$ cat config.mk
export PLATFORM = sky130hd
export DESIGN_NAME = box_pair_iou_relation_top
export DESIGN_NICKNAME = d
export VERILOG_FILES = /design/src/hw/rtl/bpiou_pkg.sv /design/src/hw/rtl/bpiou_geom.sv /design/src/hw/rtl/bpiou_area.sv /design/src/hw/rtl/bpiou_div_step.sv /design/src/hw/rtl/box_pair_iou_relation_top.sv
export SDC_FILE = /design/constraint.sdc
export NUM_CORES = 2
export LEC_CHECK = 0
export ABC_AREA = 1
export BUFFER_PORTS_ARGS = -buffer_cell sky130_fd_sc_hd__buf_4
export CAP_MARGIN = 10
export CORE_ASPECT_RATIO = 0.8
export CORE_UTILIZATION = 65
export DETAILED_ROUTE_END_ITERATION = 6
export PLACE_DENSITY = 0.82
export SLEW_MARGIN = 20
export SYNTH_ARGS = -nofsm -noshare
export SYNTH_HDL_FRONTEND = slang
export SYNTH_SLANG_ARGS = --single-unit
$ cat constraint.sdc
create_clock -name clk_i -period 15.16 [get_ports clk_i]
set_input_delay 2.274 -clock clk_i [delete_from_list [all_inputs] [get_ports clk_i]]
set_output_delay 2.274 -clock clk_i [all_outputs]
set_load 0.02 [all_outputs]
$ cat src/hw/rtl/bpiou_pkg.sv
// ---------------------------------------------------------------------------
// Box pair IoU package
// Shared defaults and the status record that rides along the pipeline.
// ---------------------------------------------------------------------------
`default_nettype none

package bpiou_pkg;

  localparam int unsigned COORD_BITS_DEF    = 16;
  localparam int unsigned FRACTION_BITS_DEF = 16;

  // Per-word status carried next to the arithmetic payload.
  typedef struct packed {
    logic iou_ok;         // boxes well formed, later also union area nonzero
    logic nonzero;        // intersection area nonzero
    logic full;           // intersection equals union, IoU is exactly one
    logic a_holds_b;
    logic b_holds_a;
    logic edges_overlap;
  } bpiou_rel_t;

endpackage

`default_nettype wire

$ cat src/hw/rtl/bpiou_geom.sv
// ---------------------------------------------------------------------------
// Box pair IoU: geometry stage
// Edge compares, containment flags, box extents and intersection extents.
// ---------------------------------------------------------------------------
`default_nettype none

module bpiou_geom
  import bpiou_pkg::*;
#(
  parameter int unsigned COORD_BITS = COORD_BITS_DEF
) (
  input  wire logic                  clk_i,
  input  wire logic                  rst_ni,
  input  wire logic                  vld_i,
  output logic                       rdy_o,
  input  wire logic [COORD_BITS-1:0] ax0_i,
  input  wire logic [COORD_BITS-1:0] ay0_i,
  input  wire logic [COORD_BITS-1:0] ax1_i,
  input  wire logic [COORD_BITS-1:0] ay1_i,
  input  wire logic [COORD_BITS-1:0] bx0_i,
  input  wire logic [COORD_BITS-1:0] by0_i,
  input  wire logic [COORD_BITS-1:0] bx1_i,
  input  wire logic [COORD_BITS-1:0] by1_i,
  output logic                       vld_o,
  input  wire logic                  rdy_i,
  output logic [COORD_BITS-1:0]      wa_o,
  output logic [COORD_BITS-1:0]      ha_o,
  output logic [COORD_BITS-1:0]      wb_o,
  output logic [COORD_BITS-1:0]      hb_o,
  output logic [COORD_BITS-1:0]      wc_o,
  output logic [COORD_BITS-1:0]      hc_o,
  output bpiou_rel_t                 rel_o
);

  logic                  vld_q;
  logic [COORD_BITS-1:0] wa_q, ha_q, wb_q, hb_q, wc_q, hc_q;
  logic [COORD_BITS-1:0] wa_d, ha_d, wb_d, hb_d, wc_d, hc_d;
  logic [COORD_BITS-1:0] cx0, cy0, cx1, cy1;
  bpiou_rel_t            rel_q, rel_d;
  logic                  b_in_a, a_in_b, apart, form_ok, hit;

  always_comb begin
    b_in_a  = (bx0_i >= ax0_i) && (bx1_i <= ax1_i) && (by0_i >= ay0_i) && (by1_i <= ay1_i);
    a_in_b  = (ax0_i >= bx0_i) && (ax1_i <= bx1_i) && (ay0_i >= by0_i) && (ay1_i <= by1_i);
    apart   = (ax0_i > bx1_i) || (ax1_i < bx0_i) || (ay0_i > by1_i) || (ay1_i < by0_i);
    form_ok = !((ax0_i > ax1_i) || (ay0_i > ay1_i) || (bx0_i > bx1_i) || (by0_i > by1_i));

    cx0 = (ax0_i > bx0_i) ? ax0_i : bx0_i;
    cy0 = (ay0_i > by0_i) ? ay0_i : by0_i;
    cx1 = (ax1_i < bx1_i) ? ax1_i : bx1_i;
    cy1 = (ay1_i < by1_i) ? ay1_i : by1_i;
    hit = (cx1 >= cx0) && (cy1 >= cy0);

    // Extents of an ill-formed box wrap; the word is flagged and the IoU dropped later.
    wa_d = ax1_i - ax0_i;
    ha_d = ay1_i - ay0_i;
    wb_d = bx1_i - bx0_i;
    hb_d = by1_i - by0_i;
    wc_d = hit ? (cx1 - cx0) : '0;
    hc_d = hit ? (cy1 - cy0) : '0;

    rel_d               = '0;
    rel_d.iou_ok        = form_ok;
    rel_d.a_holds_b     = b_in_a;
    rel_d.b_holds_a     = a_in_b;
    rel_d.edges_overlap = !b_in_a && !a_in_b && !apart;
  end

  assign rdy_o = !vld_q || rdy_i;

  always_ff @(posedge clk_i or negedge rst_ni) begin
    if (!rst_ni) begin
      vld_q <= 1'b0;
    end else if (rdy_o) begin
      vld_q <= vld_i;
    end
  end

  always_ff @(posedge clk_i) begin
    if (rdy_o && vld_i) begin
      wa_q  <= wa_d;
      ha_q  <= ha_d;
      wb_q  <= wb_d;
      hb_q  <= hb_d;
      wc_q  <= wc_d;
      hc_q  <= hc_d;
      rel_q <= rel_d;
    end
  end

  assign vld_o = vld_q;
  assign wa_o  = wa_q;
  assign ha_o  = ha_q;
  assign wb_o  = wb_q;
  assign hb_o  = hb_q;
  assign wc_o  = wc_q;
  assign hc_o  = hc_q;
  assign rel_o = rel_q;

endmodule

`default_nettype wire

$ cat src/hw/rtl/bpiou_area.sv
// ---------------------------------------------------------------------------
// Box pair IoU: area stages
// Stage one multiplies out the three areas, stage two forms the union area
// and classifies the word for the divider.
// ---------------------------------------------------------------------------
`default_nettype none

module bpiou_area
  import bpiou_pkg::*;
#(
  parameter int unsigned COORD_BITS = COORD_BITS_DEF,
  localparam int unsigned AreaBits  = 2 * COORD_BITS,
  localparam int unsigned UnionBits = AreaBits + 1
) (
  input  wire logic                  clk_i,
  input  wire logic                  rst_ni,
  input  wire logic                  vld_i,
  output logic                       rdy_o,
  input  wire logic [COORD_BITS-1:0] wa_i,
  input  wire logic [COORD_BITS-1:0] ha_i,
  input  wire logic [COORD_BITS-1:0] wb_i,
  input  wire logic [COORD_BITS-1:0] hb_i,
  input  wire logic [COORD_BITS-1:0] wc_i,
  input  wire logic [COORD_BITS-1:0] hc_i,
  input  wire bpiou_rel_t            rel_i,
  output logic                       vld_o,
  input  wire logic                  rdy_i,
  output logic [UnionBits-1:0]       inter_o,
  output logic [UnionBits-1:0]       union_o,
  output bpiou_rel_t                 rel_o
);

  // Product stage.
  logic                vp_q;
  logic                rdy_p;
  logic [AreaBits-1:0] area_a_q, area_b_q, inter_q;
  bpiou_rel_t          relp_q;

  // Sum stage.
  logic                 vs_q;
  logic [UnionBits-1:0] union_d, union_q, inter_s_q;
  bpiou_rel_t           rels_d, rels_q;

  assign rdy_p = !vs_q || rdy_i;
  assign rdy_o = !vp_q || rdy_p;

  always_ff @(posedge clk_i or negedge rst_ni) begin
    if (!rst_ni) begin
      vp_q <= 1'b0;
      vs_q <= 1'b0;
    end else begin
      if (rdy_o) begin
        vp_q <= vld_i;
      end
      if (rdy_p) begin
        vs_q <= vp_q;
      end
    end
  end

  always_ff @(posedge clk_i) begin
    if (rdy_o && vld_i) begin
      area_a_q <= AreaBits'(wa_i * ha_i);
      area_b_q <= AreaBits'(wb_i * hb_i);
      inter_q  <= AreaBits'(wc_i * hc_i);
      relp_q   <= rel_i;
    end
  end

  always_comb begin
    union_d = UnionBits'({1'b0, area_a_q}) + UnionBits'({1'b0, area_b_q})
            - UnionBits'({1'b0, inter_q});
    rels_d         = relp_q;
    rels_d.iou_ok  = relp_q.iou_ok && (union_d != '0);
    rels_d.nonzero = (inter_q != '0);
    rels_d.full    = (UnionBits'({1'b0, inter_q}) >= union_d);
  end

  always_ff @(posedge clk_i) begin
    if (rdy_p && vp_q) begin
      union_q   <= union_d;
      inter_s_q <= UnionBits'({1'b0, inter_q});
      rels_q    <= rels_d;
    end
  end

  assign vld_o   = vs_q;
  assign inter_o = inter_s_q;
  assign union_o = union_q;
  assign rel_o   = rels_q;

endmodule

`default_nettype wire

$ cat src/hw/rtl/bpiou_div_step.sv
// ---------------------------------------------------------------------------
// Box pair IoU: divider step
// One restoring step of the fraction divide, one quotient bit per stage.
// ---------------------------------------------------------------------------
`default_nettype none

module bpiou_div_step
  import bpiou_pkg::*;
#(
  parameter int unsigned DEN_BITS = 2 * COORD_BITS_DEF + 1,
  parameter int unsigned QUO_BITS = FRACTION_BITS_DEF
) (
  input  wire logic                clk_i,
  input  wire logic                rst_ni,
  input  wire logic                vld_i,
  output logic                     rdy_o,
  input  wire logic [DEN_BITS-1:0] rem_i,
  input  wire logic [DEN_BITS-1:0] den_i,
  input  wire logic [QUO_BITS-1:0] quo_i,
  input  wire bpiou_rel_t          rel_i,
  output logic                     vld_o,
  input  wire logic                rdy_i,
  output logic [DEN_BITS-1:0]      rem_o,
  output logic [DEN_BITS-1:0]      den_o,
  output logic [QUO_BITS-1:0]      quo_o,
  output bpiou_rel_t               rel_o
);

  logic                vld_q;
  logic [DEN_BITS:0]   twice, diff;
  logic                take;
  logic [DEN_BITS-1:0] rem_d, rem_q, den_q;
  logic [QUO_BITS-1:0] quo_q;
  bpiou_rel_t          rel_q;

  // The remainder stays below the divisor, so the doubled value fits one more bit.
  always_comb begin
    twice = {rem_i, 1'b0};
    diff  = twice - {1'b0, den_i};
    take  = (twice >= {1'b0, den_i});
    rem_d = take ? diff[DEN_BITS-1:0] : twice[DEN_BITS-1:0];
  end

  assign rdy_o = !vld_q || rdy_i;

  always_ff @(posedge clk_i or negedge rst_ni) begin
    if (!rst_ni) begin
      vld_q <= 1'b0;
    end else if (rdy_o) begin
      vld_q <= vld_i;
    end
  end

  always_ff @(posedge clk_i) begin
    if (rdy_o && vld_i) begin
      rem_q <= rem_d;
      den_q <= den_i;
      quo_q <= {quo_i[QUO_BITS-2:0], take};
      rel_q <= rel_i;
    end
  end

  assign vld_o = vld_q;
  assign rem_o = rem_q;
  assign den_o = den_q;
  assign quo_o = quo_q;
  assign rel_o = rel_q;

endmodule

`default_nettype wire

$ cat src/hw/rtl/box_pair_iou_relation_top.sv
// ---------------------------------------------------------------------------
// Box pair IoU relation, top level
// Intersection over union of two axis-aligned boxes, plus containment and
// partial-overlap flags, fully pipelined.
// ---------------------------------------------------------------------------
//  channel  | dir | tdata fields (low bit up)
//  s_axis   | in  | a_xmin a_ymin a_xmax a_ymax b_xmin b_ymin b_xmax b_ymax
//  m_axis   | out | iou_fraction iou_valid a_holds_b b_holds_a edges_overlap
//
// One word is taken per cycle unless the output stalls. Registered stages:
// geometry, area products, union sum, then one restoring divider step per
// fraction bit, the last step register driving the output. Each stage holds its
// word while the next one is full, so a stall fills the bubbles first and nothing
// is lost. Reset clears only the stage valid bits.
// ---------------------------------------------------------------------------
`default_nettype none

module box_pair_iou_relation_top
  import bpiou_pkg::*;
#(
  parameter int unsigned COORD_BITS    = COORD_BITS_DEF,
  parameter int unsigned FRACTION_BITS = FRACTION_BITS_DEF,
  localparam int unsigned InBits   = ((8 * COORD_BITS + 7) / 8) * 8,
  localparam int unsigned IouBits  = FRACTION_BITS + 1,
  localparam int unsigned OutBits  = ((IouBits + 4 + 7) / 8) * 8,
  localparam int unsigned DenBits  = 2 * COORD_BITS + 1
) (
  input  wire logic               clk_i,
  input  wire logic               rst_ni,
  input  wire logic               s_axis_tvalid,
  output logic                    s_axis_tready,
  // a_xmin, a_ymin, a_xmax, a_ymax, b_xmin, b_ymin, b_xmax, b_ymax
  input  wire logic [InBits-1:0]  s_axis_tdata,
  output logic                    m_axis_tvalid,
  input  wire logic               m_axis_tready,
  // iou_fraction, iou_valid, a_holds_b, b_holds_a, edges_overlap, zero fill
  output logic [OutBits-1:0]      m_axis_tdata
);

  logic [COORD_BITS-1:0] wa, ha, wb, hb, wc, hc;
  logic                  g_vld, g_rdy, a_vld, a_rdy;
  bpiou_rel_t            g_rel;

  bpiou_geom #(
    .COORD_BITS(COORD_BITS)
  ) u_geom (
    .clk_i  (clk_i),
    .rst_ni (rst_ni),
    .vld_i  (s_axis_tvalid),
    .rdy_o  (s_axis_tready),
    .ax0_i  (s_axis_tdata[0*COORD_BITS +: COORD_BITS]),
    .ay0_i  (s_axis_tdata[1*COORD_BITS +: COORD_BITS]),
    .ax1_i  (s_axis_tdata[2*COORD_BITS +: COORD_BITS]),
    .ay1_i  (s_axis_tdata[3*COORD_BITS +: COORD_BITS]),
    .bx0_i  (s_axis_tdata[4*COORD_BITS +: COORD_BITS]),
    .by0_i  (s_axis_tdata[5*COORD_BITS +: COORD_BITS]),
    .bx1_i  (s_axis_tdata[6*COORD_BITS +: COORD_BITS]),
    .by1_i  (s_axis_tdata[7*COORD_BITS +: COORD_BITS]),
    .vld_o  (g_vld),
    .rdy_i  (g_rdy),
    .wa_o   (wa),
    .ha_o   (ha),
    .wb_o   (wb),
    .hb_o   (hb),
    .wc_o   (wc),
    .hc_o   (hc),
    .rel_o  (g_rel)
  );

  // Divider chain; index 0 is the area stage output.
  logic                     d_vld [FRACTION_BITS+1];
  logic                     d_rdy [FRACTION_BITS+1];
  logic [DenBits-1:0]       d_rem [FRACTION_BITS+1];
  logic [DenBits-1:0]       d_den [FRACTION_BITS+1];
  logic [FRACTION_BITS-1:0] d_quo [FRACTION_BITS+1];
  bpiou_rel_t               d_rel [FRACTION_BITS+1];

  bpiou_area #(
    .COORD_BITS(COORD_BITS)
  ) u_area (
    .clk_i   (clk_i),
    .rst_ni  (rst_ni),
    .vld_i   (g_vld),
    .rdy_o   (g_rdy),
    .wa_i    (wa),
    .ha_i    (ha),
    .wb_i    (wb),
    .hb_i    (hb),
    .wc_i    (wc),
    .hc_i    (hc),
    .rel_i   (g_rel),
    .vld_o   (a_vld),
    .rdy_i   (a_rdy),
    .inter_o (d_rem[0]),
    .union_o (d_den[0]),
    .rel_o   (d_rel[0])
  );

  assign d_vld[0] = a_vld;
  assign a_rdy    = d_rdy[0];
  assign d_quo[0] = '0;

  for (genvar i = 0; i < FRACTION_BITS; i++) begin : g_step
    bpiou_div_step #(
      .DEN_BITS (DenBits),
      .QUO_BITS (FRACTION_BITS)
    ) u_step (
      .clk_i  (clk_i),
      .rst_ni (rst_ni),
      .vld_i  (d_vld[i]),
      .rdy_o  (d_rdy[i]),
      .rem_i  (d_rem[i]),
      .den_i  (d_den[i]),
      .quo_i  (d_quo[i]),
      .rel_i  (d_rel[i]),
      .vld_o  (d_vld[i+1]),
      .rdy_i  (d_rdy[i+1]),
      .rem_o  (d_rem[i+1]),
      .den_o  (d_den[i+1]),
      .quo_o  (d_quo[i+1]),
      .rel_o  (d_rel[i+1])
    );
  end

  assign d_rdy[FRACTION_BITS] = m_axis_tready;

  bpiou_rel_t         fin;
  logic [IouBits-1:0] iou;

  always_comb begin
    fin = d_rel[FRACTION_BITS];
    if (!fin.iou_ok || !fin.nonzero) begin
      iou = '0;
    end else if (fin.full) begin
      iou = {1'b1, {FRACTION_BITS{1'b0}}};
    end else begin
      iou = {1'b0, d_quo[FRACTION_BITS]};
    end
  end

  assign m_axis_tvalid = d_vld[FRACTION_BITS];
  assign m_axis_tdata  = OutBits'({fin.edges_overlap, fin.b_holds_a, fin.a_holds_b,
                                   fin.iou_ok, iou});

  // An invalid result never carries a nonzero IoU.
  assert property (@(posedge clk_i) disable iff (!rst_ni)
    m_axis_tvalid && !m_axis_tdata[IouBits] |-> m_axis_tdata[IouBits-1:0] == '0)
    else $error("invalid IoU with nonzero fraction");

  // IoU never exceeds one.
  assert property (@(posedge clk_i) disable iff (!rst_ni)
    m_axis_tvalid && m_axis_tdata[IouBits-1] |-> m_axis_tdata[IouBits-2:0] == '0)
    else $error("IoU above one");

  // Partial overlap excludes containment either way.
  assert property (@(posedge clk_i) disable iff (!rst_ni)
    m_axis_tvalid && m_axis_tdata[IouBits+3] |->
      !m_axis_tdata[IouBits+1] && !m_axis_tdata[IouBits+2])
    else $error("overlap flag set with containment");

  // An empty output stage never refuses a word from upstream, even when stalled.
  assert property (@(posedge clk_i) disable iff (!rst_ni)
    !m_axis_tvalid |-> d_rdy[FRACTION_BITS-1])
    else $error("empty output stage stalls the divider");

endmodule

`default_nettype wire

=== After elaboration in Yosys (flattened, before gate mapping) ===
Index checks and enable logic that the tools add are counted.

* Flip-flop bits (word level): 1512
* Input bits: 132
* Output and inout port bits: 26
* Logic and storage cells: 369

* $add $sub $neg: 23
* Multiply operators: 3
* $lt $le $gt $ge: 39
* Muxes and demuxes: 21
* Reduce and logical (&&, ||, !) cells: 82

{| class="wikitable"
|+ Operators with widths
! cell !! number
|-
| 34-bit by 33-bit greater-or-equal comparator with 1-bit output || 15
|-
| 33-bit 2-to-1 mux || 15
|-
| 33-bit subtractor || 15
|-
| 16-bit greater-than comparator || 8
|-
| 16-bit greater-or-equal comparator || 6
|-
| 16-bit by 16-bit multiplier with 32-bit output || 3
|-
| 16-bit subtractor || 6
|-
| 16-bit <= comparator || 4
|-
| 16-bit less-than comparator || 4
|-
| 16-bit 2-to-1 mux || 4
|-
| 17-bit 2-to-1 mux || 2
|-
| 32-bit by 32-bit adder with 33-bit output || 1
|-
| 32-bit by 33-bit greater-or-equal comparator with 1-bit output || 1
|-
| 33-bit greater-or-equal comparator || 1
|-
| 33-bit nonzero test || 1
|-
| 33-bit by 32-bit subtractor with 33-bit output || 1
|-
| 32-bit nonzero test || 1
|-
| 1-bit logical AND || 29
|-
| 1-bit logical OR || 26
|-
| 1-bit zero test || 25
|}

=== Longest topological paths before layout ===
* Depth in word-level cells: 21
* Gate-level depth with buffers: 28
* Gate-level depth less buffers: 26

=== Hierarchy ===
From an unflattened synthesis, not the netlist that was laid out.

* Cell total of the unflattened synthesis: 18899
* Area total of the unflattened synthesis: 143822.9 um2

{| class="wikitable"
|+ By module, submodules not included
! module !! instances !! cells each !! area an instance (um2) !! sequential area each (um2)
|-
| bpiou_div_step at g_step[0].u_step ... || 8 || 810 || 6028.3 || 2667.6
|-
| bpiou_div_step at g_step[3].u_step ... || 7 || 779 || 5896.9 || 2667.6
|-
| bpiou_area || 1 || 4587 || 36296.1 || 5185.0
|-
| bpiou_geom || 1 || 1555 || 11823.8 || 3027.9
|-
| bpiou_div_step at g_step[2].u_step || 1 || 783 || 6015.8 || 2667.6
|-
| box_pair_iou_relation_top || 1 || 41 || 182.7 || 0.0
|}

=== Worst setup path before layout ===
OpenSTA, ideal clock, no wires.

* Kind: input -> register
* Start: input port m_axis_tready
* End: register u_area.inter_s_q[0], in the netlist u_area.inter_o[0] (enable)
* Setup time: 523 ps
* Arrival: 6407 ps
* Required time: 14637 ps
* Setup slack: 8230 ps
* Stages on the path: 10
* Path buffers: 0
* Path through: inv_1 -> nand4_1 -> nor2_2 -> nand4_1 -> nor2_2 -> nand4_1 -> nor2_2 -> nand4_2 -> nor2_4 -> a21oi_1

* Word-level cells in the longest chain between the ends: 18

{| class="wikitable"
|+ Ends and longest elaborated chain
! what !! line !! text
|-
| start: declaration || box_pair_iou_relation_top.sv:35 || <nowiki>input wire logic m_axis_tready,</nowiki>
|-
| 1-bit logical OR (16 in series) || bpiou_div_step.sv:44 || <nowiki>assign rdy_o = !vld_q || rdy_i;</nowiki>
|-
| 1-bit logical OR || bpiou_area.sv:44 || <nowiki>assign rdy_p = !vs_q || rdy_i;</nowiki>
|-
| 1-bit logical AND || bpiou_area.sv:80 || <nowiki>if (rdy_p && vp_q) begin</nowiki>
|-
| end signal: assignment || bpiou_area.sv:82 || <nowiki>inter_s_q <= UnionBits'({1'b0, inter_q});</nowiki>
|-
| end: declaration || bpiou_area.sv:41 || <nowiki>logic [UnionBits-1:0] union_d, union_q, inter_s_q;</nowiki>
|}

No other way between the ends.
A chain may end at the register's enable or synchronous reset.

=== Worst setup path in the final report ===
* Start: input port m_axis_tready
* End: output port s_axis_tready

* Word-level cells in the longest chain between the ends: 19

{| class="wikitable"
|+ Ends and longest elaborated chain
! what !! line !! text
|-
| 1-bit logical OR (16 in series) || bpiou_div_step.sv:44 ||
|-
| 1-bit logical OR || bpiou_area.sv:44 ||
|-
| 1-bit logical OR || bpiou_area.sv:45 || <nowiki>assign rdy_o = !vp_q || rdy_p;</nowiki>
|-
| 1-bit logical OR || bpiou_geom.sv:69 || <nowiki>assign rdy_o = !vld_q || rdy_i;</nowiki>
|-
| end: declaration || box_pair_iou_relation_top.sv:31 || <nowiki>output logic s_axis_tready,</nowiki>
|}

No other way between the ends.

==> run summary <==
status = finished, final reports clean
post-synth top area cell = edfxtp_1
Worst R2R Start = u_geom.wa_o[8]
largest net degree at the start of global routing = 75
critical path startpoint category = input pin
buffers plus inverters on the worst setup path = 3
WL/cell = 21.96 µm
Least-Margin Pin Slew = 1.410 ns
CP Class = input pin to output port
cells after synthesis = 13894
hpwl dp = 292300 µm
first-pass GRT wire length = 546600 µm
CTS Sinks = 1512
Hold/Removal Path Class = flip-flop to flip-flop
Port-buffer cells = 154
GR Overflow Total = 0
DIE WIDTH = 484.7 µm
CTS Buf Count = 153
Ys Warns = 0
final clock skew = 0.06157 ns
final RePlAce weighted congestion = 1.045
Die Area = 188100 µm²
Synth Area in Simple Gates = 16.44%
RSZ-0062 raised after global routing = false
MaxCap Viol Count = 0
largest family of logic cells by synthesized area = adder cells
vias in the first global route = 91998
Final Setup Violations = 0
Tmin final = 7.046 ns
dpl cells = 16224
setup TNS = 0 ns
layout cells sized above 1 = 4.726%
nets@finish = 15841
Total Wirelength = 363500 µm
mux cell area share after synthesis = 0%
crit path DAT = 4.77 ns
Synth Register Bits = 1512
sequential area share after synthesis = 37.40%
xor/xnor share of the synthesized area = 4.302%
period utilisation layout = 46.48%
fin cells = 16549
Via Count = 96414
clk_lat worst skew = 0.84 ns
Initial Utilization = 65.52%
remaining antenna violation count after routing = 0
Distinct cells, synth = 74
Mean Syn Cell Area = 8.719 µm²
asr flop ratio synth = 1.257%
CTS tree = built
core area = 184900 µm²
Slowest-stage cell, CP = nand4_2
Top FF cell, synth = edfxtp_1
Post-CTS Setup Inserts = 0
crit path from = m_axis_tready
ranking of synthesized cells by area = edfxtp_1, ha_1, fa_1
top cell type's share of synthesized area = 37.01%
post-synthesis adder-cell area fraction = 22.12%
CP top delay family = simple AND/OR/NAND/NOR gates
number of remaining DRC errors = 0
CP peak stage delay = 0.33 ns
Max-Slew Margin vs Limit = 5.704%
# IOs = 158
gr usage total = 38.55%
Fin. Hold Viols = 0
Slew Viols, Final = 0
Hold Buf Count CTS = 0
CTS resizes = 0
Max FO, Critical Path = 5
complex-gate fraction of the synthesized area = 9.834%
Rows = 141
initial antenna violation count = 47
Worst-path clk slew = 0.07 ns
hold path start = u_area.rel_o[5]
CP cell instances = buf_4 > inv_1 > nand4_1 > nor2_2 > nand4_1 > nor2_2 > nand4_1 > nor2_2 > nand4_2 > nor2_4 > nand4_2 > buf_4
maximum root-to-sink buffer count = 3
Iter 0 DRT Violations = 11609
Crit. End Element = output port
vias per cell = 5.826
CTS Root Cell = clkbuf_16
Syn Std Cell Area = 121100 µm²
DR pass1 iterations = 6
Max Fclk = 0.1419 GHz
H-tree levels = 4
Die Y = 388.1 µm
worst path required time = 12.89 ns
Layout area overhead = 7.164%
Post-synth EDFFs = 1493
## registers in the layout, summed over array words and instances, names as in the netlist, 33 cells and up
signal               count
g_step.u_step.den_o    495
g_step.u_step.quo_o    136
g_step.u_step.rel_o     96
g_step.u_step.rem_o    495
u_area.union_o          33
## cells in the final DEF, fill, tap and decap left out, types with 26 or more instances in the layout
cell type / n
nor2_1: 917
o21bai_1: 79
nand3_1: 325
ha_1: 1126
o21ai_1: 65
a21boi_0: 80
o21a_1: 56
nand3b_1: 50
a21oi_1: 737
xor2_1: 327
clkinv_2: 26
nor3_1: 125
o211ai_1: 44
edfxtp_1: 1493
nor4_1: 29
o21ai_2: 80
a21o_1: 90
nand2_1: 3323
o21ai_0: 571
fa_1: 635
xnor2_1: 255
inv_1: 2753
a221oi_1: 38
a31oi_1: 55
buf_4: 206
nand4_1: 101
clkbuf_16: 153
diode_2: 47
## final timing paths
path	cells after the start	end	slack, ns
min in group asynchronous	1	g_step[0].u_step.vld_o	1.34
hold reg to reg	0	g_step[0].u_step.rel_o[5]	0.37
setup reg to reg	21	u_area.area_a_q[30]	8.78
hold / removal	0	g_step[0].u_step.rel_o[5]	0.37
max in group asynchronous	1	g_step[10].u_step.vld_o	13.56
setup / recovery	12	s_axis_tready	8.11
## layer usage
layer  track usage [%]  vias up  part of all wire [%]
met3             14.66      667                    15
met1             56.26    45440                    42
met5             1.678        -                  0.12
li1                  -    44900                     -
met2             52.90     5365                    39
met4             11.07       42                   3.0
## cell usage after synthesis, types with 17 or more instances
cell / number
nor3_1: 125
nand4_1: 101
nand2_2: 17
o21a_1: 56
a21oi_1: 738
a221oi_1: 38
fa_1: 635
nand3_1: 325
a31oi_1: 55
o21ai_2: 79
nor4_1: 29
ha_1: 1126
buf_2: 38
xnor2_1: 260
inv_1: 2763
dfrtp_1: 19
edfxtp_1: 1493
a21boi_0: 80
o211ai_1: 44
buf_6: 36
nand3b_1: 50
nand2_1: 3323
a21o_1: 90
clkbuf_1: 210
buf_4: 21
o21bai_1: 79
xor2_1: 335
nor2_1: 925
o21ai_1: 66
o21ai_0: 571
## through the flow
stage                     hold slack (ns)  cell area (µm²)  utilization [%]  setup slack (ns)
after floorplan                    0.4003           121100                -             8.230
after global placement             0.4004           124300            67.20             8.291
after detailed placement           0.4045           124300            67.20             8.217
after CTS                          0.3683           129600            70.10             8.162
after global routing               0.3689           129800            70.19             8.014
final                              0.3722           129800            70.21             8.114
## final cells by class
class,instances,area [µm²]
fill,14374,55070
clock buffer,176,3925
clock inverter,102,1424
tap,2431,3042
inverter,2775,10440
multi-input combinational,9300,64020
sequential,1512,45310
antenna,47,117.6
timing repair buffer,206,1546
## cell families after synthesis
logic type | Yosys count
compound gates | 1994
xor+xnor | 595
fa+ha+maj | 1761
buf+inv | 3084
flops | 1512
other cells | 1
simple gates | 4947
## worst register-to-register path, cell delays in order, from the launching register on
cell and delay, ns:
edfxtp_1 0.94, nand2_1 0.20, fa_1 0.60, inv_1 0.06, fa_1 0.48, fa_1 0.59, fa_1 0.45, fa_1 0.52
inv_1 0.06, fa_1 0.48, inv_1 0.04, ha_1 0.32, a21oi_1 0.22, o21ai_0 0.14, a21oi_1 0.16, nand3_1 0.13
a21oi_1 0.27, o21ai_0 0.19, nand3_1 0.14, nand2_1 0.07, nand2_1 0.06, nand2_1 0.04
Power is left out: the tool's default activity adds up to more than one toggle a clock period on the data nets, which glitch-free logic cannot reach.
